### config.mk
export PLATFORM = sky130hd
export DESIGN_NAME = snu_fifo
export DESIGN_NICKNAME = d
export VERILOG_FILES = /design/src/sv/snu_pkg.sv /design/src/sv/snu_fifo.sv
export SDC_FILE = /design/constraint.sdc
export NUM_CORES = 1
export LEC_CHECK = 0
export ABC_AREA = 1
export BUFFER_PORTS_ARGS = -buffer_cell sky130_fd_sc_hd__buf_2
export CORE_ASPECT_RATIO = 0.8
export CORE_MARGIN = 1.5
export CORE_UTILIZATION = 58
export CTS_BUF_LIST = sky130_fd_sc_hd__clkbuf_4
export CTS_CLUSTER_SIZE = 28
export DETAILED_ROUTE_END_ITERATION = 10
export PLACE_DENSITY = 0.8
export SYNTH_ARGS = -nofsm -noshare
export SYNTH_HDL_FRONTEND = slang
export SYNTH_SLANG_ARGS = --single-unit
export TNS_END_PERCENT = 20
### constraint.sdc
create_clock -name clk -period 10.4 [get_ports clk]
set_input_delay 0.52 -clock clk [delete_from_list [all_inputs] [get_ports clk]]
set_output_delay 0.52 -clock clk [all_outputs]
set_load 0.05 [all_outputs]
### src/sv/snu_pkg.sv
`default_nettype none
package snu_pkg;

  // Width of one component of the raw, unnormalized normal vector.
  localparam int VW = 49;
  localparam int EPS_W = 16;
  localparam logic [EPS_W-1:0] EPS_RESET = 16'd7;
  localparam int NORM_W = 16;

  typedef logic signed [VW-1:0] vcomp_t;

  typedef struct packed {
    vcomp_t x;
    vcomp_t y;
    vcomp_t z;
  } vvec_t;

endpackage
`default_nettype wire

### src/sv/snu_fifo.sv
`default_nettype none
module snu_fifo #(
  parameter int DEPTH = 4
) (
  input  logic           clk,
  input  logic           rst_n,
  input  logic           wr_valid,
  output logic           wr_ready,
  input  snu_pkg::vvec_t wr_data,
  output logic           rd_valid,
  input  logic           rd_ready,
  output snu_pkg::vvec_t rd_data
);
  import snu_pkg::*;

  localparam int AW = (DEPTH > 1) ? $clog2(DEPTH) : 1;
  localparam int CW = $clog2(DEPTH + 1);

  vvec_t          mem_r [DEPTH];
  logic [AW-1:0]  wr_ptr_r, wr_ptr_nxt;
  logic [AW-1:0]  rd_ptr_r, rd_ptr_nxt;
  logic [CW-1:0]  count_r, count_nxt;
  logic           push, pop;

  assign wr_ready = count_r != CW'(DEPTH);
  assign rd_valid = count_r != '0;
  assign push     = wr_valid && wr_ready;
  assign pop      = rd_valid && rd_ready;
  assign rd_data  = mem_r[rd_ptr_r];

  always_comb begin
    wr_ptr_nxt = wr_ptr_r;
    rd_ptr_nxt = rd_ptr_r;
    count_nxt  = count_r;
    if (push) begin
      wr_ptr_nxt = (wr_ptr_r == AW'(DEPTH - 1)) ? '0 : wr_ptr_r + 1'b1;
    end
    if (pop) begin
      rd_ptr_nxt = (rd_ptr_r == AW'(DEPTH - 1)) ? '0 : rd_ptr_r + 1'b1;
    end
    if (push && !pop) begin
      count_nxt = count_r + 1'b1;
    end else if (pop && !push) begin
      count_nxt = count_r - 1'b1;
    end
  end

  always_ff @(posedge clk) begin
    if (!rst_n) begin
      wr_ptr_r <= '0;
      rd_ptr_r <= '0;
      count_r  <= '0;
    end else begin
      wr_ptr_r <= wr_ptr_nxt;
      rd_ptr_r <= rd_ptr_nxt;
      count_r  <= count_nxt;
    end
  end

  always_ff @(posedge clk) begin
    if (push) begin
      mem_r[wr_ptr_r] <= wr_data;
    end
  end

endmodule
`default_nettype wire

==> flow_metrics.tcl <==
set metrics [dict create \
    reg2reg_slack_ns 7.62 \
    final_nets 2164 \
    total_power_mw 7.74 \
    core_mm2 0.0385 \
    drcViolationCount 0 \
    pre_cts_ws_ns 6.58 \
    grt_usage_pct 25.8 \
    ff2ff_path_depth 6 \
    insertion_delay_ns 0.89 \
    synth-seq-cells 597 \
    root_buffer "clkbuf_4" \
    power.density_mw_per_mm2 279 \
    finalWorstSetupSlack_ns 5.65 \
    ys_warn_count 0 \
    max_slew_margin_pct 20.9 \
    start_kind "register" \
    grt_remaining_overflow 0 \
    cts_hold_buf 150 \
    grt_pass1_vias 14991 \
    yosys.area.top_type "edfxtp_1" \
    num_vias 14641 \
    max-cap-violations 0 \
    r2r_end "mem_r[3][25]" \
    synthTopCellsByArea "edfxtp_1, nor2_1, o21ai_0, o22ai_2, o21ai_1" \
    netlist_instances 1491 \
    worst_slew_pin_slew_ns 1.19 \
    grt_first_pass_wirelength_mm 80.1 \
    via_per_inst 5.58 \
    vdd_drop_max_v 0.000267 \
    yosys.cell_types.count 24 \
    crit_fanout 92 \
    grt_max_degree 190 \
    die_y_um 181 \
    fin_crit_sh_pct 45.6 \
    hold_depth 4 \
    cts_sinks 597 \
    yosysTopAreaCellShare_pct 77.3 \
    cts_made_buffers 142 \
    die_area_mm2 0.0406 \
    arrival_ns 4.23 \
    antenna_found_initial 4 \
    setup.worst_path.end_class "primary output" \
    finalMaxSlewViolations 0 \
    wirelength_mm 51.8 \
    hp-start "rd_ready" \
    syn_nets 1649 \
    port_buffers 299 \
    clk_path_buf_depth 3 \
    p_leak_nw 9.90 \
    wl_per_cell_um 19.7 \
    post_cts_buffers 0 \
    syn_to_final_growth_pct 21.3 \
    r2r_start "count_r[1]" \
    setup_tns_ns 0 \
    nFillCells 2348 \
    fmax_mhz 211 \
    grt_setup_unrepaired "no" \
    setup-violations-final 0 \
    io_pins 300 \
    outcome "complete, no violations" \
    ant_nets 0 \
    place.gp.congestion 0.775 \
    worstPathRequired_ns 9.88 \
    hold_class "in2reg" \
    fin_worst_skew_ns 0.0647 \
    die_width_um 225 \
    netlist_area_mm2 0.0228 \
    hold_violations 0 \
    period_needed_ns 4.75 \
    htree_levels 4 \
    clk_pin_slew_ns 0.06 \
    drt_iter0_drc 1105 \
    fin_util_pct 72.0 \
    start_util_pct 59.3 \
    drt_first_pass_iters 7 \
    detailed_place_hpwl_mm 26.0 \
    ys_seq_area_share_pct 78.1 \
    path_class "reg2out" \
    rows 64 \
    drive_gt1_share_pct 31.5 \
    cts_tree "done" \
    syn_avg_cell_area_um2 15.3 \
    cts_resized 0 \
]
flip-flops by register name (all words and copies together) (netlist names), named ones only:
signal    cells
rd_ptr_r      2
count_r       3
wr_ptr_r      2
mem_r       588
cells by family (layout without fill, tap and decap cells):
| group | after synthesis | after routing | synth area share [%] |
|---|---|---|---|
| buf+inv | 113 | 713 | 3.23 |
| flops | 597 | 597 | 78.1 |
| compound gates | 445 | 445 | 12.2 |
| simple gates | 329 | 329 | 6.09 |
| other cells | 0 | 7 | 0 |
| fa+ha+maj | 7 | 7 | 0.416 |
cell usage in the layout (no fill, tap or decap), drive strengths merged:
cell type,instances
nand4,1
dlygate4sd3,150
nand2,15
bufinv,2
fa,1
o22ai,147
nand3,1
o21ai,296
inv,22
diode,7
buf,317
edfxtp,588
ha,6
clkinv,18
clkbuf,200
clkinvlp,4
nand3b,1
dfxtp,9
a21oi,2
nor2,311
critical path, stage by stage (launching register included):
cell and delay [ns]:
dfxtp_4 0.65, buf_4 0.84, buf_4 0.96, o21ai_0 0.30, o22ai_2 0.22, buf_2 0.29
final cells by class:
class                   instances  area [um2]  area share [%]
flip-flops and latches        597       17800            64.4
multi-input cells             781        4300            15.5
repair buffers                467        3130            11.3
clock buffers                 200        1500            5.42
well taps                     528         661            2.38
clock inverters                29         179           0.646
inverters                      17        73.8           0.266
diodes                          7        17.5          0.0632
per-layer routing:
layer / GRT usage (%) / part of all wire (%) / vias up
met5: 0 / 0.023 / -
met2: 42.6 / 50 / 665
met4: 10.2 / 2.5 / 2
met1: 31.5 / 39 / 7109
li1: - / - / 6762
met3: 8.50 / 9.0 / 103
cell usage after synthesis:
library cell	count
a21oi_1	2
buf_12	7
buf_2	25
buf_4	9
buf_6	16
buf_8	1
clkbuf_1	38
dfxtp_1	9
edfxtp_1	588
fa_1	1
ha_1	6
inv_1	15
inv_2	1
inv_4	1
nand2_1	15
nand3_1	1
nand3b_1	1
nand4_1	1
nor2_1	251
nor2_2	60
o21ai_0	179
o21ai_1	117
o22ai_1	87
o22ai_2	60
worst max path at each step:
stage,start,to,slack [ns],cells past startpoint
2_1_floorplan,count_r[1],mem_r[0][0],2.53,4
3_3_place_gp,register,rd_data[95],6.68,5
3_5_place_dp,register,rd_data[96],6.58,5
4_1_cts,register,rd_data[96],5.65,5
5_1_grt,register,rd_data[117],5.27,5
6_report,register,rd_data[96],5.65,5
metrics by stage:
step / instances / cell area, um2 / hold slack, ns
finish: 2626 / 27700 / 0.115
global route: 2625 / 27700 / 0.0465
CTS: 2619 / 27700 / 0.00457
detailed placement: 2240 / 24500 / 0.497
global placement: 2240 / 24500 / 0.490
floorplan: 1491 / 22800 / 0.480
power by group:
part	total, mW	internal, mW	switching, mW	leakage [nW]
combinational	2.89	0.648	2.24	3.44
sequential	3.05	2.93	0.114	5.46
clock	1.80	0.928	0.876	1.00
Note: power is estimated with default switching activity, not from simulation.
